==> src/hdl/x64e_pkg.sv <==
// types, codes and opcode constants of the x86-64 instruction encoder
// no dependencies; imported by every module of the encoder
package x64e_pkg;

    // request forms
    localparam logic [4:0] FN_MOV_RR     = 5'd0;
    localparam logic [4:0] FN_MOV_IMM    = 5'd1;
    localparam logic [4:0] FN_MOVZX_MEM  = 5'd2;
    localparam logic [4:0] FN_MOVZX_R8   = 5'd3;
    localparam logic [4:0] FN_JMP_R      = 5'd4;
    localparam logic [4:0] FN_CALL_R     = 5'd5;
    localparam logic [4:0] FN_RET        = 5'd6;
    localparam logic [4:0] FN_PUSH       = 5'd7;
    localparam logic [4:0] FN_POP        = 5'd8;
    localparam logic [4:0] FN_ADD_RR     = 5'd9;
    localparam logic [4:0] FN_ADC_RR     = 5'd10;
    localparam logic [4:0] FN_SUB_RR     = 5'd11;
    localparam logic [4:0] FN_TEST_RR    = 5'd12;
    localparam logic [4:0] FN_CMP_RR     = 5'd13;
    localparam logic [4:0] FN_AND_RR     = 5'd14;
    localparam logic [4:0] FN_OR_RR      = 5'd15;
    localparam logic [4:0] FN_XOR_RR     = 5'd16;
    localparam logic [4:0] FN_ADD_IMM    = 5'd17;
    localparam logic [4:0] FN_ADC_IMM    = 5'd18;
    localparam logic [4:0] FN_SUB_IMM    = 5'd19;
    localparam logic [4:0] FN_BRANCH_S   = 5'd20;
    localparam logic [4:0] FN_BRANCH_N   = 5'd21;

    // branch condition codes above the sixteen flag conditions
    localparam logic [4:0] COND_JMP      = 5'd16;
    localparam logic [4:0] COND_CALL     = 5'd17;

    // mov imm length requests
    localparam logic [3:0] LEN_SHORTEST  = 4'd0;
    localparam logic [3:0] LEN_SEXT32    = 4'd7;

    // special r/m register codes
    localparam logic [2:0] RM_RSP        = 3'd4;
    localparam logic [2:0] RM_RBP        = 3'd5;

    // opcode and prefix bytes
    localparam logic [7:0] REX_W         = 8'h48;
    localparam logic [7:0] REX_WB        = 8'h49;
    localparam logic [7:0] REX_B         = 8'h41;
    localparam logic [7:0] MODRM_REG     = 8'hc0;
    localparam logic [7:0] OP_MOV_RM     = 8'h8b;
    localparam logic [7:0] OP_MOV_IMM    = 8'hb8;
    localparam logic [7:0] OP_MOV_IMM32  = 8'hc7;
    localparam logic [7:0] OP_XOR_RM     = 8'h33;
    localparam logic [7:0] OP_ESC        = 8'h0f;
    localparam logic [7:0] OP_MOVZX      = 8'hb6;
    localparam logic [7:0] SIB_RSP       = 8'h24;
    localparam logic [7:0] DISP8_ZERO    = 8'h00;
    localparam logic [7:0] OP_GRP5       = 8'hff;
    localparam logic [7:0] MODRM_JMP     = 8'he0;
    localparam logic [7:0] MODRM_CALL    = 8'hd0;
    localparam logic [7:0] OP_RET        = 8'hc3;
    localparam logic [7:0] OP_PUSH       = 8'h50;
    localparam logic [7:0] OP_POP        = 8'h58;
    localparam logic [7:0] OP_ALU_IMM8   = 8'h83;
    localparam logic [7:0] OP_ALU_IMM32  = 8'h81;
    localparam logic [7:0] OP_ADD_RAX    = 8'h05;
    localparam logic [7:0] OP_ADC_RAX    = 8'h15;
    localparam logic [7:0] OP_SUB_RAX    = 8'h2d;
    localparam logic [2:0] EXT_ADD       = 3'd0;
    localparam logic [2:0] EXT_ADC       = 3'd2;
    localparam logic [2:0] EXT_SUB       = 3'd5;
    localparam logic [7:0] OP_JMP_REL8   = 8'heb;
    localparam logic [7:0] OP_JCC_REL8   = 8'h70;
    localparam logic [7:0] SELF_REL8     = 8'hfe;
    localparam logic [7:0] OP_JMP_REL32  = 8'he9;
    localparam logic [7:0] OP_CALL_REL32 = 8'he8;
    localparam logic [7:0] OP_JCC_REL32  = 8'h80;
    localparam logic [31:0] SELF_REL32_1 = 32'hfffffffb;
    localparam logic [31:0] SELF_REL32_2 = 32'hfffffffa;

    // descriptor sizing
    localparam int MAX_BYTES     = 10;
    localparam int LEN_W         = 4;
    localparam int QUEUE_DEPTH   = 2;

    typedef struct packed {
        logic [4:0]  func;
        logic [3:0]  dst_reg;
        logic [3:0]  src_reg;
        logic [63:0] immediate;
        logic [3:0]  wanted_length;
        logic [4:0]  branch_cond;
    } req_t;

    typedef struct packed {
        logic [7:0] code_byte;
        logic       last_byte;
        logic       bad_request;
    } rsp_t;

    // one encoded instruction, byte 0 first in memory
    typedef struct packed {
        logic [MAX_BYTES-1:0][7:0] bytes;
        logic [LEN_W-1:0]          len;
        logic                      bad;
    } desc_t;

    // register-register alu opcodes, add through or, xor for any other select
    function automatic logic [7:0] alu_opcode(input logic [2:0] sel);
        logic [7:0] op;
        case (sel)
            3'd0:    op = 8'h03;
            3'd1:    op = 8'h13;
            3'd2:    op = 8'h2b;
            3'd3:    op = 8'h85;
            3'd4:    op = 8'h3b;
            3'd5:    op = 8'h23;
            3'd6:    op = 8'h0b;
            default: op = 8'h33;
        endcase
        return op;
    endfunction

endpackage

==> src/hdl/x64e_front.sv <==
// front end: accepts requests and encodes each into a byte descriptor
// depends on x64e_pkg
module x64e_front
    import x64e_pkg::*;
(
    input  logic  clk,
    input  logic  rst_n,
    input  logic  req_valid,
    output logic  req_ready,
    input  req_t  req,
    output logic  desc_valid,
    input  logic  desc_ready,
    output desc_t desc
);

    logic  stage_valid_reg, stage_valid_next;
    desc_t desc_reg;
    desc_t enc;

    // rex.w + opcode + modrm for register-register forms
    function automatic logic [2:0][7:0] rr3(input logic [3:0] r, input logic [3:0] m,
                                            input logic [7:0] op);
        logic [2:0][7:0] v;
        v[0] = {4'h4, 1'b1, r[3], 1'b0, m[3]};
        v[1] = op;
        v[2] = {2'b11, r[2:0], m[2:0]};
        return v;
    endfunction

    always_comb
    begin
        logic [MAX_BYTES-1:0][7:0] b;
        logic [LEN_W-1:0]          len;
        logic                      bad;
        logic                      drop;
        logic [3:0]                d;
        logic [3:0]                s;
        logic [63:0]               imm;
        logic [31:0]               sv;
        logic                      small8;
        logic [2:0]                ext;
        logic [7:0]                rax_op;

        b      = '0;
        len    = LEN_W'(1);
        bad    = 1'b0;
        drop   = 1'b0;
        d      = req.dst_reg;
        s      = req.src_reg;
        imm    = req.immediate;
        sv     = imm[31:0];
        small8 = (sv[31:7] == '0) || (sv[31:7] == '1);
        ext    = EXT_ADD;
        rax_op = OP_ADD_RAX;

        case (req.func)
            FN_MOV_RR:
            begin
                b[2:0] = rr3(d, s, OP_MOV_RM);
                len    = LEN_W'(3);
            end
            FN_MOV_IMM:
            begin
                if (req.wanted_length == LEN_SHORTEST && imm == '0)
                begin
                    if (!d[3])
                    begin
                        b[0] = OP_XOR_RM;
                        b[1] = {2'b11, d[2:0], d[2:0]};
                        len  = LEN_W'(2);
                    end
                    else
                    begin
                        b[2:0] = rr3(d, d, OP_XOR_RM);
                        len    = LEN_W'(3);
                    end
                end
                else if (req.wanted_length == LEN_SHORTEST && imm[63:32] == '0)
                begin
                    // mov r32, imm32 with optional rex.b
                    b[0]   = REX_B;
                    b[1]   = OP_MOV_IMM | {5'b0, d[2:0]};
                    b[5:2] = imm[31:0];
                    len    = LEN_W'(6);
                    drop   = !d[3];
                end
                else if ((req.wanted_length == LEN_SHORTEST || req.wanted_length == LEN_SEXT32)
                         && ((imm[63:31] == '0) || (imm[63:31] == '1)))
                begin
                    b[0]   = d[3] ? REX_WB : REX_W;
                    b[1]   = OP_MOV_IMM32;
                    b[2]   = MODRM_REG | {5'b0, d[2:0]};
                    b[6:3] = imm[31:0];
                    len    = LEN_W'(7);
                end
                else
                begin
                    b[0]   = d[3] ? REX_WB : REX_W;
                    b[1]   = OP_MOV_IMM | {5'b0, d[2:0]};
                    b[9:2] = imm;
                    len    = LEN_W'(10);
                end
            end
            FN_MOVZX_MEM, FN_MOVZX_R8:
            begin
                b[0] = {4'h4, 1'b0, d[3], 1'b0, s[3]};
                b[1] = OP_ESC;
                b[2] = OP_MOVZX;
                drop = !(d[3] || s[3]);
                len  = LEN_W'(4);
                if (req.func == FN_MOVZX_R8)
                begin
                    b[3] = {2'b11, d[2:0], s[2:0]};
                end
                else
                begin
                    b[3] = {(s[2:0] == RM_RBP) ? 2'b01 : 2'b00, d[2:0], s[2:0]};
                    if (s[2:0] == RM_RSP)
                    begin
                        b[4] = SIB_RSP;
                        len  = LEN_W'(5);
                    end
                    else if (s[2:0] == RM_RBP)
                    begin
                        b[4] = DISP8_ZERO;
                        len  = LEN_W'(5);
                    end
                end
            end
            FN_JMP_R, FN_CALL_R:
            begin
                b[0] = REX_B;
                b[1] = OP_GRP5;
                b[2] = ((req.func == FN_JMP_R) ? MODRM_JMP : MODRM_CALL) | {5'b0, d[2:0]};
                len  = LEN_W'(3);
                drop = !d[3];
            end
            FN_RET:
            begin
                b[0] = OP_RET;
            end
            FN_PUSH, FN_POP:
            begin
                b[0] = REX_B;
                b[1] = ((req.func == FN_PUSH) ? OP_PUSH : OP_POP) | {5'b0, d[2:0]};
                len  = LEN_W'(2);
                drop = !d[3];
            end
            FN_ADD_RR, FN_ADC_RR, FN_SUB_RR, FN_TEST_RR, FN_CMP_RR, FN_AND_RR, FN_OR_RR:
            begin
                b[2:0] = rr3(d, s, alu_opcode(3'(req.func - FN_ADD_RR)));
                len    = LEN_W'(3);
            end
            FN_XOR_RR:
            begin
                if (d == s && !d[3])
                begin
                    b[0] = OP_XOR_RM;
                    b[1] = {2'b11, d[2:0], s[2:0]};
                    len  = LEN_W'(2);
                end
                else
                begin
                    b[2:0] = rr3(d, s, OP_XOR_RM);
                    len    = LEN_W'(3);
                end
            end
            FN_ADD_IMM, FN_ADC_IMM, FN_SUB_IMM:
            begin
                if (req.func == FN_ADC_IMM)
                begin
                    ext    = EXT_ADC;
                    rax_op = OP_ADC_RAX;
                end
                else if (req.func == FN_SUB_IMM)
                begin
                    ext    = EXT_SUB;
                    rax_op = OP_SUB_RAX;
                end
                if (small8)
                begin
                    b[2:0] = rr3({1'b0, ext}, d, OP_ALU_IMM8);
                    b[3]   = sv[7:0];
                    len    = LEN_W'(4);
                end
                else if (d == '0)
                begin
                    // short rax form
                    b[0]   = REX_W;
                    b[1]   = rax_op;
                    b[5:2] = sv;
                    len    = LEN_W'(6);
                end
                else
                begin
                    b[2:0] = rr3({1'b0, ext}, d, OP_ALU_IMM32);
                    b[6:3] = sv;
                    len    = LEN_W'(7);
                end
            end
            FN_BRANCH_S:
            begin
                len  = LEN_W'(2);
                b[1] = SELF_REL8;
                if (req.branch_cond == COND_JMP)
                    b[0] = OP_JMP_REL8;
                else if (!req.branch_cond[4])
                    b[0] = OP_JCC_REL8 | {4'b0, req.branch_cond[3:0]};
                else
                    bad = 1'b1;
            end
            FN_BRANCH_N:
            begin
                if (req.branch_cond == COND_JMP || req.branch_cond == COND_CALL)
                begin
                    b[0]   = (req.branch_cond == COND_JMP) ? OP_JMP_REL32 : OP_CALL_REL32;
                    b[4:1] = SELF_REL32_1;
                    len    = LEN_W'(5);
                end
                else if (!req.branch_cond[4])
                begin
                    b[0]   = OP_ESC;
                    b[1]   = OP_JCC_REL32 | {4'b0, req.branch_cond[3:0]};
                    b[5:2] = SELF_REL32_2;
                    len    = LEN_W'(6);
                end
                else
                    bad = 1'b1;
            end
            default:
            begin
                bad = 1'b1;
            end
        endcase

        if (bad)
        begin
            enc.bytes = '0;
            enc.len   = LEN_W'(1);
            enc.bad   = 1'b1;
        end
        else if (drop)
        begin
            // optional prefix absent: slide the bytes down by one
            enc.bytes = b >> 8;
            enc.len   = len - LEN_W'(1);
            enc.bad   = 1'b0;
        end
        else
        begin
            enc.bytes = b;
            enc.len   = len;
            enc.bad   = 1'b0;
        end
    end

    assign req_ready  = !stage_valid_reg || desc_ready;
    assign desc_valid = stage_valid_reg;
    assign desc       = desc_reg;

    always_comb
    begin
        stage_valid_next = stage_valid_reg;
        if (req_valid && req_ready)
            stage_valid_next = 1'b1;
        else if (desc_ready)
            stage_valid_next = 1'b0;
    end

    always_ff @(posedge clk or negedge rst_n)
    begin
        if (!rst_n)
            stage_valid_reg <= 1'b0;
        else
            stage_valid_reg <= stage_valid_next;
    end

    always_ff @(posedge clk)
    begin
        if (req_valid && req_ready)
            desc_reg <= enc;
    end

endmodule

==> src/hdl/x64e_queue.sv <==
// small descriptor queue between the encoding front and the byte back end
// depends on x64e_pkg
module x64e_queue
    import x64e_pkg::*;
#(
    parameter int DEPTH = QUEUE_DEPTH
)
(
    input  logic  clk,
    input  logic  rst_n,
    input  logic  wr_valid,
    output logic  wr_ready,
    input  desc_t wr_data,
    output logic  rd_valid,
    input  logic  rd_ready,
    output desc_t rd_data
);

    localparam int AW = (DEPTH > 1) ? $clog2(DEPTH) : 1;
    localparam int CW = $clog2(DEPTH + 1);

    desc_t          slot_reg [DEPTH];
    logic [AW-1:0]  wr_ptr_reg, wr_ptr_next;
    logic [AW-1:0]  rd_ptr_reg, rd_ptr_next;
    logic [CW-1:0]  count_reg, count_next;
    logic           push;
    logic           pop;

    assign wr_ready = count_reg != CW'(DEPTH);
    assign rd_valid = count_reg != '0;
    assign rd_data  = slot_reg[rd_ptr_reg];
    assign push     = wr_valid && wr_ready;
    assign pop      = rd_valid && rd_ready;

    always_comb
    begin
        wr_ptr_next = wr_ptr_reg;
        rd_ptr_next = rd_ptr_reg;
        count_next  = count_reg;
        if (push)
            wr_ptr_next = (wr_ptr_reg == AW'(DEPTH - 1)) ? '0 : wr_ptr_reg + AW'(1);
        if (pop)
            rd_ptr_next = (rd_ptr_reg == AW'(DEPTH - 1)) ? '0 : rd_ptr_reg + AW'(1);
        if (push && !pop)
            count_next = count_reg + CW'(1);
        else if (pop && !push)
            count_next = count_reg - CW'(1);
    end

    always_ff @(posedge clk or negedge rst_n)
    begin
        if (!rst_n)
        begin
            wr_ptr_reg <= '0;
            rd_ptr_reg <= '0;
            count_reg  <= '0;
        end
        else
        begin
            wr_ptr_reg <= wr_ptr_next;
            rd_ptr_reg <= rd_ptr_next;
            count_reg  <= count_next;
        end
    end

    always_ff @(posedge clk)
    begin
        if (push)
            slot_reg[wr_ptr_reg] <= wr_data;
    end

endmodule

==> src/hdl/x64e_back.sv <==
// back end: walks a descriptor and sends one code byte per transaction
// depends on x64e_pkg
module x64e_back
    import x64e_pkg::*;
(
    input  logic  clk,
    input  logic  rst_n,
    input  logic  desc_valid,
    output logic  desc_ready,
    input  desc_t desc,
    output logic  rsp_valid,
    input  logic  rsp_ready,
    output rsp_t  rsp
);

    desc_t            cur_reg;
    logic             cur_valid_reg, cur_valid_next;
    logic [LEN_W-1:0] idx_reg, idx_next;
    logic             out_valid_reg, out_valid_next;
    rsp_t             out_reg;
    logic             load;
    logic             cur_last;

    assign load       = cur_valid_reg && (!out_valid_reg || rsp_ready);
    assign cur_last   = idx_reg == (cur_reg.len - LEN_W'(1));
    // take the next descriptor when the current one is gone or leaving now
    assign desc_ready = !cur_valid_reg || (load && cur_last);

    always_comb
    begin
        cur_valid_next = cur_valid_reg;
        idx_next       = idx_reg;
        out_valid_next = out_valid_reg;
        if (desc_valid && desc_ready)
        begin
            cur_valid_next = 1'b1;
            idx_next       = '0;
        end
        else if (load && cur_last)
            cur_valid_next = 1'b0;
        else if (load)
            idx_next = idx_reg + LEN_W'(1);
        if (load)
            out_valid_next = 1'b1;
        else if (rsp_ready)
            out_valid_next = 1'b0;
    end

    always_ff @(posedge clk or negedge rst_n)
    begin
        if (!rst_n)
        begin
            cur_valid_reg <= 1'b0;
            idx_reg       <= '0;
            out_valid_reg <= 1'b0;
        end
        else
        begin
            cur_valid_reg <= cur_valid_next;
            idx_reg       <= idx_next;
            out_valid_reg <= out_valid_next;
        end
    end

    always_ff @(posedge clk)
    begin
        if (desc_valid && desc_ready)
            cur_reg <= desc;
        if (load)
        begin
            out_reg.code_byte   <= cur_reg.bytes[idx_reg];
            out_reg.last_byte   <= cur_last;
            out_reg.bad_request <= cur_reg.bad;
        end
    end

    assign rsp_valid = out_valid_reg;
    assign rsp       = out_reg;

endmodule

==> src/hdl/x64_instruction_encoder.sv <==
// top level of the x86-64 instruction encoder: front, descriptor queue, back end
// depends on x64e_pkg, x64e_front, x64e_queue and x64e_back
//
// each request transaction on req becomes a run of code byte transactions on
// rsp, in memory order, the final one marked by last_byte; a request that
// cannot be encoded gives a single zero byte with bad_request and last_byte
// set. the front encodes a whole request combinationally into a registered
// descriptor of up to ten bytes, the queue holds QDEPTH descriptors, and the
// back end sends one byte per cycle from its output register while rsp_ready
// is high and descriptors wait. the first byte of a request passes the front
// register, a queue slot and the back end descriptor register, then the output
// register, before it shows on rsp; an instruction of n bytes takes n byte
// transactions on the port, so the sustained rate is one byte per cycle, set
// by the single byte-wide output port.
// requests keep being taken while bytes of earlier ones wait to leave, until
// the queue and the front register are full.
module x64_instruction_encoder
    import x64e_pkg::*;
#(
    parameter int QDEPTH = QUEUE_DEPTH
)
(
    input  logic clk,
    input  logic rst_n,
    // request channel
    input  logic req_valid,
    output logic req_ready,
    input  req_t req,
    // code byte channel
    output logic rsp_valid,
    input  logic rsp_ready,
    output rsp_t rsp
);

    // front to queue
    logic  fq_valid;
    logic  fq_ready;
    desc_t fq_data;

    // queue to back end
    logic  qb_valid;
    logic  qb_ready;
    desc_t qb_data;

    // encoder stage, one descriptor per accepted request
    x64e_front u_front (
        .clk        (clk),
        .rst_n      (rst_n),
        .req_valid  (req_valid),
        .req_ready  (req_ready),
        .req        (req),
        .desc_valid (fq_valid),
        .desc_ready (fq_ready),
        .desc       (fq_data)
    );

    // decouples encoding from byte emission
    x64e_queue #(
        .DEPTH (QDEPTH)
    ) u_queue (
        .clk      (clk),
        .rst_n    (rst_n),
        .wr_valid (fq_valid),
        .wr_ready (fq_ready),
        .wr_data  (fq_data),
        .rd_valid (qb_valid),
        .rd_ready (qb_ready),
        .rd_data  (qb_data)
    );

    // byte sequencer with registered output
    x64e_back u_back (
        .clk        (clk),
        .rst_n      (rst_n),
        .desc_valid (qb_valid),
        .desc_ready (qb_ready),
        .desc       (qb_data),
        .rsp_valid  (rsp_valid),
        .rsp_ready  (rsp_ready),
        .rsp        (rsp)
    );

endmodule

==> config.mk <==
export PLATFORM = sky130hd
export DESIGN_NAME = x64_instruction_encoder
export DESIGN_NICKNAME = d
export VERILOG_FILES = /design/src/hdl/x64e_pkg.sv /design/src/hdl/x64e_front.sv /design/src/hdl/x64e_queue.sv /design/src/hdl/x64e_back.sv /design/src/hdl/x64_instruction_encoder.sv
export SDC_FILE = /design/constraint.sdc
export NUM_CORES = 1
export LEC_CHECK = 0
export BUFFER_PORTS_ARGS = -buffer_cell sky130_fd_sc_hd__buf_2
export CAP_MARGIN = 20
export CORE_UTILIZATION = 35
export DETAILED_ROUTE_END_ITERATION = 7
export PLACE_DENSITY_LB_ADDON = 0.05
export SETUP_SLACK_MARGIN = 0.05
export SYNTH_ARGS = -nofsm -noshare
export SYNTH_HDL_FRONTEND = slang
export SYNTH_SLANG_ARGS = --single-unit
==> constraint.sdc <==
create_clock -name clk -period 8.48 [get_ports clk]
set_clock_uncertainty 0.2 [all_clocks]
set_input_delay 0.848 -clock clk [delete_from_list [all_inputs] [get_ports clk]]
set_output_delay 0.848 -clock clk [all_outputs]
set_load 0.1 [all_outputs]
==> out/metrics.cfg, run 1 <==
[status]
status=completed

[detailed_routing]
via_per_inst=5.350
highest_layer=met4
met3_length_mm=1.674
final_antenna_net_count=0
wl_per_cell_um=23.73
met1_length_mm=19.81
drt-pass1-iter-count=5
totalWireLength_mm=41.61
drc=0
vias=9379
drt_iter0_markers=675
wl_met2_mm=19.43

[final_layout]
largest_register_ffs=170
nets=1227
diodes=0
area_growth_syn_to_layout_pct=15.59
drive_gt1_share_pct=26.70

[die]
die_w_um=213.9
row_count=77
fp.dieH_um=213.9
start_util_pct=35.54
dieArea_um2=45760
io_pins=102
core_um2=44220

[setup_path]
required_ps=8630
rrSetupSlack_ps=4490
start_kind=primary input
crit_chain=buf_2, nor2b_1, nand2_1, nor2_1, a2111oi_0, nand3_1, a211oi_1, a21oi_1
cp.arrival_ps=4170
endpoint_kind=register
critPathMaxStageDelay_ps=890
worstRegToRegCells=6
cp_slowest_cell=nor2_1
criticalPathCategory=primary input to register
crit_family=simple AND/OR/NAND/NOR gates
rr_startpoint=u_back.idx_reg[2]
rr_endpoint=u_back.cur_reg[37]
worstPathMaxFanout=35
crit_buf_inv=1

[clocking]
clock_latency_ps=550
numCtsBuffers=41
cts_max_level=2
clock_sinks=361
root_buffer=clkbuf_16
cts_setup_buffers=0
cts_buffer_depth=3
path_clk_slew_ps=60
cts_tree=done

[yosys]
ys_top_cells_by_area=edfxtp_1 (67%), mux2_2 (6.2%), mux4_2 (2.3%)
synth_edf_count=350
synth-seq-cells=361
synth.avg_cell_area_um2=15.27
async_flop_share_pct=3.047
syn-cell-area_um2=15720
synth-main-ff-cell=edfxtp_1
syn_inst=1029
synth_fp_nets=1125
ys_seq_area_share_pct=68.62
ys_warn_count=0
synth_cell_types=76
yosysTopAreaCell=edfxtp_1
netlist.area_leader.share_pct=66.87

[hold_path]
hold_end=u_back.rsp[0]
hp-start=u_back.cur_reg[0]
hold_path_class=register to register
whs_path_depth=0

[global_routing]
grt_max_degree=67
antenna_found_initial=0
grtUsageTotal_pct=18.12
grt.overflow.total=0
grt_pass1_wl_mm=61.75
first_global_vias=9349

[sta]
min_period_over_period_pct=47.43
rsz0062_at_grt=no
setup_viol=0
slew_viol_final=0
fmax_mhz=248.6
period_minus_slack_ps=4022
slew-limit-headroom_pct=23.72
tightest_slew_ps=1135
timing.setup.tns_ps=0
hold_viol=0
hold_ws_ps=222.4

[place]
hpwl_mm=28.10
port-buffer-count=101
place.gp.congestion=0.8881

[pwr]
p_total_mw=5.796
vdd_drop_max_mv=0.1977
p_per_area_nw_per_um2=319.0
p_leak_nw=6.206

[run]
maxCapViolations=0

-- layout by cell type, fill, tap and decap left out, drive strengths merged, types with 17 or more instances in the layout --
cell    Yosys  layout
and2       29      29
nor2       50      50
a21oi      28      28
edfxtp    350     350
mux2i      23      23
nand2      59      59
nor3       25      25
o21ai      24      24
o22ai      36      36
mux2       86      86
clkbuf     33      47
clkinv      0      19
nand4      23      23
buf        23     114
nor4       19      19
nand3      17      17
a221oi     24      24
-- through the flow --
step	worst slack, ps	cells	area (um2)	utilization [%]
floorplan	1575	1029	15720	-
global placement	3869	1678	16850	38.10
detailed placement	3828	1678	16850	38.10
CTS	4277	1752	18140	41.02
global route	4052	1753	18170	41.09
finish	4458	1753	18170	41.09
-- synth_stat cells, types with 3 or more instances --
library cell and number:
edfxtp_1 350, mux2_2 86, nand2_1 59, nor2_1 50
o22ai_1 34, clkbuf_1 33, and2_1 29, a21oi_1 26
mux2i_1 23, nand4_1 23, nor3_1 23, o21ai_0 23
nor4_1 19, a221oi_1 17, mux4_2 16, nand3_1 16
xnor2_1 15, inv_1 13, buf_1 11, dfrtp_1 11
a211oi_1 10, a22o_1 8, buf_2 8, a21boi_0 7
a221oi_2 7, nand2b_1 7, nor2b_1 7, o31ai_1 7
xor2_1 7, ha_1 6, and3_1 5, o2bb2ai_1 5
a22oi_1 4, o211ai_1 4, or3_1 4, buf_6 3
or2_2 3
-- metal layers --
| metal | vias up | GRT usage [%] |
|---|---|---|
| met5 | - | 0 |
| met4 | 0 | 4.221 |
| met3 | 51 | 2.800 |
| met2 | 262 | 28.47 |
| met1 | 4751 | 26.29 |
| li1 | 4315 | - |
-- how the worst max path moves through the flow --
stage                            startpoint                   end  slack [ps]  cells past startpoint
after floorplan           u_back.cur_reg[1]  u_queue.count_reg[1]        1570                     11
after global placement              req[67]      u_front.desc[11]        3870                      8
after detailed placement            req[67]      u_front.desc[26]        3830                      8
after CTS                 u_back.idx_reg[2]    u_back.cur_reg[45]        4280                      6
after global routing      u_back.idx_reg[2]    u_back.cur_reg[37]        4050                      6
final                               req[85]       u_front.desc[7]        4460                      8
-- cell type report --
cell class | count | area (um2)
tap | 592 | 740.7
multi-input combinational | 598 | 4667
sequential | 361 | 10790
clock buffer | 47 | 1049
fill | 4111 | 26050
timing repair buffer | 115 | 633.1
inverter | 14 | 52.55
clock inverter | 26 | 236.5
-- cell families (layout without fill, tap and decap cells) --
| group | after synthesis | count (layout) | share of synthesized area (%) |
|---|---|---|---|
| flip-flops | 361 | 361 | 68.62 |
| AND/OR/NAND/NOR | 258 | 258 | 8.478 |
| AO/OA/AOI/OAI | 187 | 187 | 9.378 |
| multiplexers | 125 | 125 | 9.919 |
| buffers and inverters | 70 | 202 | 1.903 |
| XOR/XNOR | 22 | 22 | 1.226 |
| adder cells (fa/ha/maj) | 6 | 6 | 0.4776 |
-- repair_timing --
action	4_1_cts	5_1_grt
setup endpoints to repair	0	0
endpoints found under the hold margin	11	0
hold buffers	1	0
gates resized for setup	0	0
-- power breakdown --
part           internal (mW)  leakage, nW  total (mW)  switching [mW]
Clock                   1.01        0.639        1.70           0.690
Sequential              2.58         3.45        2.75           0.169
Combinational          0.476         2.12        1.35           0.872
Total                   4.06         6.21        5.80            1.73
(Power assumes the default switching activity.)
==> inputs of run 2 (changes only) <==
- ABC_AREA: default -> 1
- clock period: 8.48 -> 4.05 ns (I/O delays scaled with it)
==> run 2 against run 1 <==
Against the previous run:
- combinational power increased to 2.7 times the previous value
- flip-flop and latch count is the same
- utilization rose by 0.78 points
- die area rose by 2.8%
- critical path depth increased by 11
- highest routed layer unchanged
- sequential power is 130% higher
- non-clock buffer count up 35
- clock-buffer cell count up 4
==> out/metrics.cfg, run 2 <==
[hold_path]
whs_path_depth=3  ; was 0
hold_path_class=primary input to register  ; was register to register
hp-start=req[62]  ; was u_back.cur_reg[0]

[detailed_routing]
wl_per_cell_um=19.99  ; was 23.73 um
drt_iter0_markers=944  ; was 675
vias=11500  ; was 9379
drc=0  ; unchanged
final_antenna_net_count=0  ; unchanged
via_per_inst=4.923  ; was 5.350
drt-pass1-iter-count=6  ; was 5
totalWireLength_mm=46.69  ; was 41.61 mm

[yosys]
synth_fp_nets=1660  ; was 1125
ys_seq_area_share_pct=66.73  ; was 68.62%
synth_edf_count=350  ; unchanged
synth-seq-cells=361  ; unchanged
synth_common_cells=nand2_1 (596), edfxtp_1 (350), nor2_1 (158)  ; was edfxtp_1 (350), mux2_2 (86), nand2_1 (59)
syn-cell-area_um2=16160  ; was 15720 um2
ys_warn_count=0  ; unchanged
async_flop_share_pct=3.047  ; unchanged
ys_top_cells_by_area=edfxtp_1 (65%), nand2_1 (14%), nor2_1 (3.7%)  ; was edfxtp_1 (67%), mux2_2 (6.2%), mux4_2 (2.3%)
syn_inst=1564  ; was 1029
synth.avg_cell_area_um2=10.33  ; was 15.27 um2
synth-main-ff-cell=edfxtp_1  ; unchanged
netlist.area_leader.share_pct=65.03  ; was 66.87%
synth_most_common_cell=nand2_1  ; was edfxtp_1
yosysTopAreaCell=edfxtp_1  ; unchanged
synth_cell_types=45  ; was 76

[die]
start_util_pct=35.54  ; about the same
core_um2=45480  ; was 44220 um2
fp.dieH_um=216.9  ; was 213.9 um
io_pins=102  ; unchanged
die_w_um=216.9  ; was 213.9 um
row_count=78  ; was 77
dieArea_um2=47040  ; was 45760 um2

[pwr]
p_sw_mw=4.557  ; was 1.731 mW
power_switching_share_pct=34.00  ; was 29.87%
p_total_mw=13.40  ; was 5.796 mW
p_clk_share_pct=26.7  ; was 29.3%
intPower_mw=8.845  ; was 4.065 mW
p_comb_share_pct=27.2  ; was 23.3%
seq_power_share_pct=46.2  ; was 47.4%
p_leak_nw=7.841  ; was 6.206 nW
p_per_area_nw_per_um2=703.8  ; was 319.0 nW/um2
vdd_drop_max_mv=0.7620  ; was 0.1977 mV

[setup_path]
critPathMaxStageDelay_ps=530  ; was 890 ps
worstPathMaxFanout=9  ; was 35
required_ps=4140  ; was 8630 ps
endpoint_kind=register  ; unchanged
cp_common_cell=nand2_1
crit_buf_inv=6  ; was 1
crit_family=simple AND/OR/NAND/NOR gates  ; unchanged
criticalPathCategory=primary input to register  ; unchanged
rr_startpoint=u_back.cur_reg[1]  ; was u_back.idx_reg[2]
start_kind=primary input  ; unchanged
cp.arrival_ps=3530  ; was 4170 ps
cp_slowest_cell=dlygate4sd3_1  ; was nor2_1
worstRegToRegCells=10  ; was 6
worstSetupStartpoint=req[63]  ; was req[85]
cp.depth=19  ; was 8
crit_chain=dlygate4sd3_1, buf_2, nor2_1, nand2_1, nor2_1, nand2_1, nor2_2, nand2_2, nor2_1, inv_1, nand2_1, inv_2, nand2_1, nand3_1, inv_1, ha_1, nand2_1, xor2_1, inv_1  ; was buf_2, nor2b_1, nand2_1, nor2_1, a2111oi_0, nand3_1, a211oi_1, a21oi_1

[final_layout]
area_growth_syn_to_layout_pct=17.81  ; was 15.59%
final_cells=2335  ; was 1753
largest_register_ffs=170  ; unchanged
final_common_cell=nand2_1  ; was edfxtp_1
nets=1801  ; was 1227
final_cell_mix=nand2_1 (596), edfxtp_1 (350), nor2_1 (156)  ; was edfxtp_1 (350), buf_2 (101), mux2_2 (86)
fill_cells=4462  ; was 4111
drive_gt1_share_pct=13.33  ; was 26.70%

[clocking]
clock_latency_ps=550  ; about the same
cts_tree=done  ; unchanged
cts_resized=0  ; unchanged
root_buffer=clkbuf_16  ; unchanged
numCtsBuffers=41  ; unchanged
path_clk_slew_ps=60  ; about the same
clock_sinks=361  ; unchanged
cts_buffer_depth=3  ; unchanged
cts_max_level=2  ; unchanged

[global_routing]
grt.overflow.total=0  ; unchanged
grt_pass1_wl_mm=69.81  ; was 61.75 mm
grt_max_degree=76  ; was 67
first_global_vias=11350  ; was 9349
antenna_found_initial=1  ; was 0
grtUsageTotal_pct=20.03  ; was 18.12%

[place]
dp_cells=2235  ; was 1678
place.gp.congestion=0.8937  ; was 0.8881
pre_cts_ws_ps=659.4  ; was 3828 ps
port-buffer-count=101  ; unchanged
hpwl_mm=32.78  ; was 28.10 mm

[sta]
timing.setup.tns_ps=0  ; unchanged
hold_ws_ps=33.11  ; was 222.4 ps
period_minus_slack_ps=3442
slew_viol_final=0  ; unchanged
setup_ws_ps=608.0  ; was 4458 ps
rsz0062_at_grt=no  ; unchanged
hold_viol=0  ; unchanged
slew-limit-headroom_pct=35.47  ; was 23.72%
setup_viol=0  ; unchanged
min_period_over_period_pct=84.99
fmax_mhz=290.5
tightest_slew_ps=968.0  ; was 1135 ps

[run]
maxCapViolations=0  ; unchanged

[status]
status=completed  ; unchanged

## run 2: timing repair
| action | in CTS | in global routing |
|---|---|---|
| endpoints found under the hold margin | 36 | 0 |
| setup buffers | 0 | 0 |
| hold buffers | 27 | 0 |
## run 2: metal layers
| metal | share of wire [%] | global-route usage [%] | vias to the layer above | routed length (um) |
|---|---|---|---|---|
| met4 | 2.4 | 5.704 | 0 | 1142 |
| met1 | 48 | 28.32 | 5515 | 22180 |
| met5 | 0 | 0 | - | 0 |
| met2 | 45 | 31.62 | 316 | 21230 |
| met3 | 4.6 | 3.396 | 76 | 2133 |
| li1 | - | - | 5588 | - |
## run 2: worst reg2reg max path, delay by kind of cell, from the launching register on
| family | cells | cell delay, ps |
|---|---|---|
| buffers and inverters | 3 | 1130 |
| AND/OR/NAND/NOR | 4 | 530 |
| AO/OA/AOI/OAI | 2 | 530 |
| flip-flops | 1 | 420 |
| adder cells (fa/ha/maj) | 1 | 240 |
## run 2: metrics by stage
| step | utilization (%) | area [um2] |
|---|---|---|
| floorplan | - | 16170 |
| global placement | 38.42 | 17470 |
| detailed placement | 38.42 | 17470 |
| CTS | 41.86 | 19040 |
| global route | 41.86 | 19040 |
| finish | 41.87 | 19040 |
## run 2: final timing paths
check,to,slack (ps)
hold reg to reg,u_back.rsp[0],220
max in group asynchronous,u_queue.rd_ptr_reg,3360
hold / removal,u_front.desc[74],30
setup / recovery,u_front.desc[3],610
min in group asynchronous,u_back.idx_reg[3],60
setup reg to reg,u_back.cur_reg[56],740
## run 2: cells by family after synthesis
kind of cell / after synthesis / synth area share, %
AND/OR/NAND/NOR: 876 / 22.14
flip-flops: 361 / 66.73
buffers and inverters: 156 / 3.933
AO/OA/AOI/OAI: 140 / 5.233
multiplexers: 17 / 1.061
XOR/XNOR: 8 / 0.4336
adder cells (fa/ha/maj): 6 / 0.4645
## run 2: layout make-up
cell class / instances / area (um2) / share of cell area [%]
sequential: 361 / 10790 / 56.65
clock inverter: 20 / 188.9 / 0.9922
multi-input combinational: 1047 / 4756 / 24.98
timing repair buffer: 150 / 1054 / 5.533
inverter: 104 / 395.4 / 2.076
tap: 600 / 750.7 / 3.943
clock buffer: 51 / 1105 / 5.802
antenna: 2 / 5.005 / 0.02628
## run 2: power groups by stage
stage / Clock [mW] / Sequential, mW / Combinational [mW]
5_1_grt: 3.82 / 6.31 / 4.03
3_3_place_gp: 0 / 6.26 / 3.72
2_1_floorplan: 0 / 6.57 / 1.97
6_report: 3.57 / 6.19 / 3.64
4_1_cts: 3.68 / 6.20 / 3.76
3_5_place_dp: 0 / 6.28 / 3.74
